[src/rtl/dswd_pkg.sv]
// ----------------------------------------------------------------------------
// dswd_pkg
// Shared types and constants of the dual sensor wire detector.
// ----------------------------------------------------------------------------
package dswd_pkg;

    localparam int SAMPLE_W   = 10;
    localparam int BOUND_W    = 10;
    localparam int TICKS_W    = 16;
    localparam int CFG_ADDR_W = 2;
    localparam int CFG_DATA_W = 16;
    localparam int S_TDATA_W  = 16;
    localparam int M_TDATA_W  = 8;

    localparam logic OP_TICK   = 1'b0;
    localparam logic OP_SAMPLE = 1'b1;

    localparam logic [CFG_ADDR_W-1:0] REG_UPPER_BOUND  = 2'd0;
    localparam logic [CFG_ADDR_W-1:0] REG_LOWER_BOUND  = 2'd1;
    localparam logic [CFG_ADDR_W-1:0] REG_SETTLE_TICKS = 2'd2;

    localparam logic [BOUND_W-1:0] UPPER_BOUND_RST  = 10'd580;
    localparam logic [BOUND_W-1:0] LOWER_BOUND_RST  = 10'd540;
    localparam logic [TICKS_W-1:0] SETTLE_TICKS_RST = 16'd10;

    typedef struct packed {
        logic                op;
        logic [SAMPLE_W-1:0] sample;
    } t_item;

    typedef struct packed {
        logic settling;
        logic sensor_select;
        logic wire_found;
        logic event_valid;
    } t_result;

endpackage

[src/rtl/dswd_thresh.sv]
// ----------------------------------------------------------------------------
// dswd_thresh
// Configuration registers. The bounds are kept as thresholds on the raw
// sample sum so that no division of the sum is needed.
// ----------------------------------------------------------------------------
module dswd_thresh #(
    parameter int NUM_SAMPLES = 20,
    parameter int THR_W       = 16
) (
    input  logic                              i_clk,
    input  logic                              i_rst_n,
    input  logic                              i_cfg_we,
    input  logic [dswd_pkg::CFG_ADDR_W-1:0]   i_cfg_addr,
    input  logic [dswd_pkg::CFG_DATA_W-1:0]   i_cfg_wdata,
    output logic [THR_W-1:0]                  o_set_thr,
    output logic [THR_W-1:0]                  o_clr_thr,
    output logic [dswd_pkg::TICKS_W-1:0]      o_settle_ticks
);

    localparam logic [THR_W-1:0] SET_THR_RST =
        THR_W'((int'(dswd_pkg::UPPER_BOUND_RST) + 1) * NUM_SAMPLES);
    localparam logic [THR_W-1:0] CLR_THR_RST =
        THR_W'(int'(dswd_pkg::LOWER_BOUND_RST) * NUM_SAMPLES);

    logic [THR_W-1:0]             r_set_thr;
    logic [THR_W-1:0]             r_clr_thr;
    logic [dswd_pkg::TICKS_W-1:0] r_settle_ticks;
    logic [THR_W-1:0]             n_set_thr;
    logic [THR_W-1:0]             n_clr_thr;
    logic [dswd_pkg::BOUND_W-1:0] w_bound;

    // A floor average above U means sum >= (U + 1) * N; below L means sum < L * N.
    assign w_bound   = i_cfg_wdata[dswd_pkg::BOUND_W-1:0];
    assign n_set_thr = (THR_W'(w_bound) + THR_W'(1)) * THR_W'(NUM_SAMPLES);
    assign n_clr_thr = THR_W'(w_bound) * THR_W'(NUM_SAMPLES);

    always_ff @(posedge i_clk) begin
        if (!i_rst_n) begin
            r_set_thr      <= SET_THR_RST;
            r_clr_thr      <= CLR_THR_RST;
            r_settle_ticks <= dswd_pkg::SETTLE_TICKS_RST;
        end else if (i_cfg_we) begin
            case (i_cfg_addr)
                dswd_pkg::REG_UPPER_BOUND: begin
                    r_set_thr <= n_set_thr;
                end
                dswd_pkg::REG_LOWER_BOUND: begin
                    r_clr_thr <= n_clr_thr;
                end
                dswd_pkg::REG_SETTLE_TICKS: begin
                    r_settle_ticks <= i_cfg_wdata[dswd_pkg::TICKS_W-1:0];
                end
                default: begin
                end
            endcase
        end
    end

    assign o_set_thr      = r_set_thr;
    assign o_clr_thr      = r_clr_thr;
    assign o_settle_ticks = r_settle_ticks;

endmodule

[src/rtl/dswd_eval.sv]
// ----------------------------------------------------------------------------
// dswd_eval
// Detector state and the single-pass update for one registered word:
// sample accumulation, hysteresis on the selected flag, events and settling.
// ----------------------------------------------------------------------------
module dswd_eval #(
    parameter int NUM_SAMPLES = 20,
    parameter int SUM_W       = 15,
    parameter int THR_W       = 16
) (
    input  logic                          i_clk,
    input  logic                          i_rst_n,
    input  logic                          i_advance,
    input  dswd_pkg::t_item               i_item,
    input  logic [THR_W-1:0]              i_set_thr,
    input  logic [THR_W-1:0]              i_clr_thr,
    input  logic [dswd_pkg::TICKS_W-1:0]  i_settle_ticks,
    output dswd_pkg::t_result             o_result
);

    localparam int CNT_W = $clog2(NUM_SAMPLES + 1);
    localparam logic [CNT_W-1:0] LAST_CNT = CNT_W'(NUM_SAMPLES - 1);

    logic [SUM_W-1:0]             r_sum;
    logic [CNT_W-1:0]             r_cnt;
    logic                         r_waiting;
    logic [dswd_pkg::TICKS_W-1:0] r_elapsed;
    logic [1:0]                   r_flags;
    logic                         r_active;

    logic [SUM_W-1:0]             n_sum;
    logic [CNT_W-1:0]             n_cnt;
    logic                         n_waiting;
    logic [dswd_pkg::TICKS_W-1:0] n_elapsed;
    logic [1:0]                   n_flags;
    logic                         n_active;

    logic [SUM_W-1:0]             w_sum_add;
    logic [THR_W-1:0]             w_sum_ext;
    logic [dswd_pkg::TICKS_W:0]   w_tick_next;
    logic                         w_own_flag;
    logic                         w_other_flag;
    logic                         w_set;
    logic                         w_clr;
    logic                         w_event;
    logic                         w_found;

    assign w_sum_add    = r_sum + SUM_W'(i_item.sample);
    assign w_sum_ext    = THR_W'(w_sum_add);
    assign w_tick_next  = {1'b0, r_elapsed} + {{dswd_pkg::TICKS_W{1'b0}}, 1'b1};
    assign w_own_flag   = r_flags[r_active];
    assign w_other_flag = r_flags[~r_active];
    assign w_set        = !w_own_flag && (w_sum_ext >= i_set_thr);
    assign w_clr        = w_own_flag && (w_sum_ext < i_clr_thr);

    always_comb begin
        n_sum     = r_sum;
        n_cnt     = r_cnt;
        n_waiting = r_waiting;
        n_elapsed = r_elapsed;
        n_flags   = r_flags;
        n_active  = r_active;
        w_event   = 1'b0;
        w_found   = 1'b0;
        if (i_item.op == dswd_pkg::OP_TICK) begin
            if (r_waiting) begin
                if (w_tick_next > {1'b0, i_settle_ticks}) begin
                    n_waiting = 1'b0;
                    n_elapsed = '0;
                end else begin
                    n_elapsed = w_tick_next[dswd_pkg::TICKS_W-1:0];
                end
            end
        end else if (!r_waiting) begin
            n_sum = w_sum_add;
            n_cnt = r_cnt + CNT_W'(1);
            if (r_cnt == LAST_CNT) begin
                if (w_set) begin
                    n_flags[r_active] = 1'b1;
                    w_event           = w_other_flag;
                    w_found           = w_other_flag;
                end else if (w_clr) begin
                    n_flags[r_active] = 1'b0;
                    w_event           = w_other_flag;
                end
                n_active  = ~r_active;
                n_waiting = 1'b1;
                n_elapsed = '0;
                n_sum     = '0;
                n_cnt     = '0;
            end
        end
    end

    always_ff @(posedge i_clk) begin
        if (!i_rst_n) begin
            r_sum     <= '0;
            r_cnt     <= '0;
            r_waiting <= 1'b0;
            r_elapsed <= '0;
            r_flags   <= '0;
            r_active  <= 1'b0;
        end else if (i_advance) begin
            r_sum     <= n_sum;
            r_cnt     <= n_cnt;
            r_waiting <= n_waiting;
            r_elapsed <= n_elapsed;
            r_flags   <= n_flags;
            r_active  <= n_active;
        end
    end

    assign o_result.event_valid   = w_event;
    assign o_result.wire_found    = w_found;
    assign o_result.sensor_select = n_active;
    assign o_result.settling      = n_waiting;

    a_cnt_range: assert property (@(posedge i_clk) disable iff (!i_rst_n)
        r_cnt <= LAST_CNT)
        else $error("sample count passed the average length");

    a_wait_clear: assert property (@(posedge i_clk) disable iff (!i_rst_n)
        r_waiting |-> (r_cnt == '0 && r_sum == '0))
        else $error("accumulator not cleared while settling");

    a_idle_elapsed: assert property (@(posedge i_clk) disable iff (!i_rst_n)
        !r_waiting |-> r_elapsed == '0)
        else $error("elapsed ticks nonzero outside settling");

    a_found_flags: assert property (@(posedge i_clk) disable iff (!i_rst_n)
        (i_advance && w_event && w_found) |=> r_flags == 2'b11)
        else $error("found event without both flags set");

    a_event_switch: assert property (@(posedge i_clk) disable iff (!i_rst_n)
        (i_advance && w_event) |=> (r_waiting && r_active != $past(r_active)))
        else $error("event without a sensor switch");

endmodule

[src/rtl/dual_sensor_wire_detector_core.sv]
// ----------------------------------------------------------------------------
// dual_sensor_wire_detector_core
// Averaging hysteresis comparator for two multiplexed wire sensors.
//
// Channel   Dir  Payload                                   Word rate
// s_axis    in   tuser: operation, tdata: sample           one per cycle
// m_axis    out  event_valid, wire_found, sensor_select,   one per input word
//                settling
// cfg       in   index 0 upper, 1 lower, 2 settle ticks    write when idle
//
// Each word passes an input register and a result register, and one word per
// cycle is sustained while the output is not stalled. The rate is set by the
// single state update between the two registers. Reset is synchronous and
// active low; it clears the valid flags and the detector state and loads the
// default bounds (580, 540) and settle count (10).
// A stalled output holds its word; the input register keeps taking words
// until it fills behind it.
// ----------------------------------------------------------------------------
module dual_sensor_wire_detector_core #(
    parameter int NUM_SAMPLES = 20
) (
    input  logic                                i_clk,
    input  logic                                i_rst_n,

    input  logic                                s_axis_tvalid,
    output logic                                s_axis_tready,
    // tdata: [9:0] sample, [15:10] zero
    input  logic [dswd_pkg::S_TDATA_W-1:0]      s_axis_tdata,
    // tuser: [0] operation
    input  logic                                s_axis_tuser,

    output logic                                m_axis_tvalid,
    input  logic                                m_axis_tready,
    // tdata: [0] event_valid, [1] wire_found, [2] sensor_select,
    // [3] settling, [7:4] zero
    output logic [dswd_pkg::M_TDATA_W-1:0]      m_axis_tdata,

    input  logic                                i_cfg_we,
    input  logic [dswd_pkg::CFG_ADDR_W-1:0]     i_cfg_addr,
    input  logic [dswd_pkg::CFG_DATA_W-1:0]     i_cfg_wdata
);

    localparam int SUM_W = $clog2(NUM_SAMPLES * 1024);
    localparam int THR_W = SUM_W + 1;

    logic                         r_in_valid;
    dswd_pkg::t_item              r_in_item;
    logic                         r_out_valid;
    dswd_pkg::t_result            r_out_result;

    logic                         w_advance;
    logic                         w_in_accept;
    dswd_pkg::t_result            w_result;
    logic [THR_W-1:0]             w_set_thr;
    logic [THR_W-1:0]             w_clr_thr;
    logic [dswd_pkg::TICKS_W-1:0] w_settle_ticks;

    assign w_advance     = r_in_valid && (!r_out_valid || m_axis_tready);
    assign s_axis_tready = !r_in_valid || w_advance;
    assign w_in_accept   = s_axis_tvalid && s_axis_tready;

    always_ff @(posedge i_clk) begin
        if (!i_rst_n) begin
            r_in_valid <= 1'b0;
        end else if (s_axis_tready) begin
            r_in_valid <= s_axis_tvalid;
        end
    end

    always_ff @(posedge i_clk) begin
        if (w_in_accept) begin
            r_in_item.op     <= s_axis_tuser;
            r_in_item.sample <= s_axis_tdata[dswd_pkg::SAMPLE_W-1:0];
        end
    end

    dswd_thresh #(
        .NUM_SAMPLES (NUM_SAMPLES),
        .THR_W       (THR_W)
    ) u_thresh (
        .i_clk          (i_clk),
        .i_rst_n        (i_rst_n),
        .i_cfg_we       (i_cfg_we),
        .i_cfg_addr     (i_cfg_addr),
        .i_cfg_wdata    (i_cfg_wdata),
        .o_set_thr      (w_set_thr),
        .o_clr_thr      (w_clr_thr),
        .o_settle_ticks (w_settle_ticks)
    );

    dswd_eval #(
        .NUM_SAMPLES (NUM_SAMPLES),
        .SUM_W       (SUM_W),
        .THR_W       (THR_W)
    ) u_eval (
        .i_clk          (i_clk),
        .i_rst_n        (i_rst_n),
        .i_advance      (w_advance),
        .i_item         (r_in_item),
        .i_set_thr      (w_set_thr),
        .i_clr_thr      (w_clr_thr),
        .i_settle_ticks (w_settle_ticks),
        .o_result       (w_result)
    );

    always_ff @(posedge i_clk) begin
        if (!i_rst_n) begin
            r_out_valid <= 1'b0;
        end else if (w_advance) begin
            r_out_valid <= 1'b1;
        end else if (m_axis_tready) begin
            r_out_valid <= 1'b0;
        end
    end

    always_ff @(posedge i_clk) begin
        if (w_advance) begin
            r_out_result <= w_result;
        end
    end

    assign m_axis_tvalid = r_out_valid;
    assign m_axis_tdata  = {4'b0000,
                            r_out_result.settling,
                            r_out_result.sensor_select,
                            r_out_result.wire_found,
                            r_out_result.event_valid};

    a_no_overrun: assert property (@(posedge i_clk) disable iff (!i_rst_n)
        (r_out_valid && !m_axis_tready) |=> (r_out_valid && $stable(r_out_result)))
        else $error("stalled result word was overwritten");

    a_fill_stall: assert property (@(posedge i_clk) disable iff (!i_rst_n)
        (r_in_valid && r_out_valid && !m_axis_tready) |-> !s_axis_tready)
        else $error("input taken while both registers are full and stalled");

    a_found_valid: assert property (@(posedge i_clk) disable iff (!i_rst_n)
        r_out_valid && r_out_result.wire_found |-> r_out_result.event_valid)
        else $error("found flag without an event");

endmodule

[config.mk]
export PLATFORM = sky130hd
export DESIGN_NAME = dual_sensor_wire_detector_core
export DESIGN_NICKNAME = d
export VERILOG_FILES = /design/src/rtl/dswd_pkg.sv /design/src/rtl/dswd_thresh.sv /design/src/rtl/dswd_eval.sv /design/src/rtl/dual_sensor_wire_detector_core.sv
export SDC_FILE = /design/constraint.sdc
export NUM_CORES = 1
export LEC_CHECK = 0
export BUFFER_PORTS_ARGS = -buffer_cell sky130_fd_sc_hd__buf_2
export CAP_MARGIN = 20
export CORE_ASPECT_RATIO = 0.75
export CORE_MARGIN = 1
export CORE_UTILIZATION = 45
export CTS_CLUSTER_SIZE = 20
export DETAILED_ROUTE_END_ITERATION = 8
export PLACE_DENSITY = 0.7
export SYNTH_ARGS = -nofsm -noshare
export SYNTH_HDL_FRONTEND = slang
export SYNTH_SLANG_ARGS = --single-unit
[constraint.sdc]
create_clock -name i_clk -period 5.83 [get_ports i_clk]
set_input_delay 0.2915 -clock i_clk [delete_from_list [all_inputs] [get_ports i_clk]]
set_output_delay 0.2915 -clock i_clk [all_outputs]
set_load 0.03 [all_outputs]
==> flow_summary.toml <==
[outcome]
status = "finished, final reports clean"

[timing]
max_slew_margin = 0.418
setup-tns-final_ps = 0
finalClockSkew_ps = 3.75
rsz0062_at_grt = "no"
fmax_mhz = 249
finalSetupViolCount = 0
final_max_slew_viol_count = 0
whs_ps = 117
worstMarginPinSlew_ps = 869
finalHoldViolCount = 0
post-route-min-period_ps = 4020
period_share = 0.689

[cts]
ctsHoldBuffers = 0
path_clk_slew_ps = 70
cts_buffers = 9
cts_htree_levels = 3
clkLatencyLatePin_ps = 340
postCtsSetupBuffers = 0
clock-sinks = 100
post_cts_resized = 0
root_buffer = "clkbuf_16"
cts_tree = "built"
cts_buffer_depth = 2

[worst_hold_path]
min_to = "r_in_item[4]$_DFFE_PP_"
min_path_cells = 1
holdCritPathClass = "primary input to flip-flop"
worstHoldStart = "s_axis_tdata[4]"

[floorplanning]
io_pins = 50
fp.dieW_um = 140
die_area_mm2 = 0.0148
fp-row-count = 37
die_h_um = 106
core_area_mm2 = 0.0138
start_util = 0.466

[job]
cap_viol_max_count = 0

[worst_setup_path]
critPathMaxStageDelay_ps = 490
critPathBufInv = 0
path_class = "flip-flop to flip-flop"
critPathArrivalTime_ps = 4270
r2r_end = "u_eval.r_waiting$_SDFFE_PN0P_"
critPathRequiredTime_ps = 6080
regToRegStartpoint = "u_eval.r_elapsed[0]$_SDFFE_PN0P_"
ff2ff_path_depth = 13
critical_path.top_delay_family = "simple AND/OR/NAND/NOR gates"
crit_slowest_cell = "and2_1"
critPathMaxFanout = 12
crit_chain = "ha_1 > nand3_1 > nor2_1 > and2_1 > xor2_1 > ha_1 > a21o_1 > a21oi_1 > or3b_2 > a32oi_1 > and2_1 > nor2_1 > a221oi_1"
reg2reg_slack_ps = 1810
worstSetupEndpointType = "flip-flop"
start_kind = "flip-flop"

[power]
netSwitchingPower_uw = 441
p_sw_frac = 0.269
p_clk_frac = 0.374
p_int_mw = 1.20
seq_power_share = 0.449
comb_power_share = 0.177
peakVddDrop_mv = 0.145
total_power_mw = 1.64
leakage_nw = 3.12
power.density_mw_per_mm2 = 231

[synth]
ys_ff_latch = 100
ys.flop_type = "dfxtp_1"
synth_area_leaders = "dfxtp_1 26%, ha_1 17%, edfxtp_1 7.0%"
synth_top_area_cell = "dfxtp_1"
syn_inst = 749
syn-cell-area_mm2 = 0.00645
synth_edf_count = 15
synth_seq_area_share = 0.334
synth.top_cell.area_share = 0.264
synth.distinct_cells = 67
synthArstFlopShare = 0
yosysMostFrequentCell = "nand2_1"
yosys_warnings = 0
netlist_top_cells_count = "95 x nand2_1, 88 x ha_1, 85 x dfxtp_1"
syn_area_per_cell_um2 = 8.61

[global_route]
antenna_found_initial = 0
grt_pass1_wl_um = 24000
gr-usage-all-layers = 0.205
grt_pass1_vias = 4809
grt_max_degree = 49
overflow = 0

[cells_and_area]
n_antenna_cell = 0
num-nets-final = 910
drive_above_1_share = 0.0855
area_delta_synth_final_pct = 9.77

[drt]
dr.first_iter.drc_count = 347
vias = 5272
firstDrtPassIters = 4
wl_per_cell_um = 14.9
viasPerCell = 5.50
detail-route-antenna-nets = 0
route.detailed.drc = 0
wirelength_um = 14300

[placed_design]
portBuffers = 39
place_congestion = 0.865
dpl.hpwl_um = 10700
## power groups by stage
stage / Combinational, mW / Sequential (mW) / Clock, mW
final: 0.289 / 0.735 / 0.613
after global routing: 0.329 / 0.737 / 0.655
after CTS: 0.288 / 0.735 / 0.629
after detailed placement: 0.285 / 0.750 / 0
after global placement: 0.282 / 0.750 / 0
after floorplan: 0.212 / 0.751 / 0
## how the worst max path moves through the flow
stage                                           startpoint                            end  depth (start not counted)
after floorplan                     r_in_item[0]$_DFFE_PP_                      flip-flop                         17
after global placement    u_eval.r_elapsed[0]$_SDFFE_PN0P_  u_eval.r_waiting$_SDFFE_PN0P_                         13
after detailed placement  u_eval.r_elapsed[0]$_SDFFE_PN0P_  u_eval.r_waiting$_SDFFE_PN0P_                         13
after CTS                 u_eval.r_elapsed[0]$_SDFFE_PN0P_  u_eval.r_waiting$_SDFFE_PN0P_                         13
after global routing      u_eval.r_elapsed[0]$_SDFFE_PN0P_  u_eval.r_waiting$_SDFFE_PN0P_                         13
final                     u_eval.r_elapsed[0]$_SDFFE_PN0P_  u_eval.r_waiting$_SDFFE_PN0P_                         13
## layout by cell type, fill, tap and decap left out, types with 3 or more instances in the layout
cell	synthesis	final
and3_1	8	8
and2_1	4	4
a21o_2	3	3
nand4b_1	3	3
conb_1	1	4
a211oi_1	11	11
dfxtp_1	85	85
a31oi_1	3	3
nand2_1	95	95
o21a_1	7	7
nand2b_1	6	6
nand4_1	13	13
clkbuf_16	0	10
ha_1	88	88
nor2_1	54	54
or4_1	3	3
inv_1	51	51
nand3_1	23	23
xor2_1	21	21
buf_2	2	39
nor3_1	12	12
nand3b_1	3	3
a22oi_1	6	6
a21oi_1	69	69
xnor2_1	26	26
o211ai_1	11	11
edfxtp_1	15	15
o21ai_0	29	29
fa_1	3	3
a32o_1	13	13
a21o_1	12	12
## per-stage QoR
stage	setup slack [ps]	util	area, um^2	std cells
after global routing	1490	0.512	7080	959
after CTS	1860	0.512	7080	959
after floorplan	2430	-	6460	752
after global placement	1940	0.490	6780	943
after detailed placement	1860	0.490	6780	943
final	1810	0.512	7080	959
## layout make-up
cell class                 count  area [um^2]
clock buffer                  12          258
tap                          175          219
fill                        1282         6760
timing repair buffer          41          210
sequential                   100         2150
clock inverter                 4         46.3
inverter                      51          191
multi-input combinational    576         4010
## flip-flops by register name, summed over array words and instances, names as in the netlist, named ones only
signal and flops:
r_in_valid 1, u_eval.r_active 1, u_thresh.o_set_thr 14, m_axis_tdata 4, m_axis_tvalid 1, r_in_item 11, u_eval.r_elapsed 16, u_eval.r_sum 15
u_eval.r_waiting 1, u_eval.r_cnt 5, u_thresh.o_settle_ticks 16, u_thresh.o_clr_thr 13
## metal layers
layer  vias to the layer above  GRT usage  wire length [um]
met5                         -          0                 0
met4                         0     0.0534               144
met3                        13     0.0373               568
met2                        84      0.289              5670
met1                      2424      0.313              7880
li1                       2751          -                 -
## kinds of logic after synthesis
kind of cell               Yosys count  share of synthesized area
AOI/OAI and AO/OA                  189                      0.191
xor gates and xnor gates            47                     0.0638
adders and majority gates           91                      0.180
buffers and inverters               76                     0.0481
DFF                                100                      0.334
muxes                                2                    0.00310
other                                1                   0.000581
and+or+nand+nor                    243                      0.180
(Power assumes the default switching activity.)
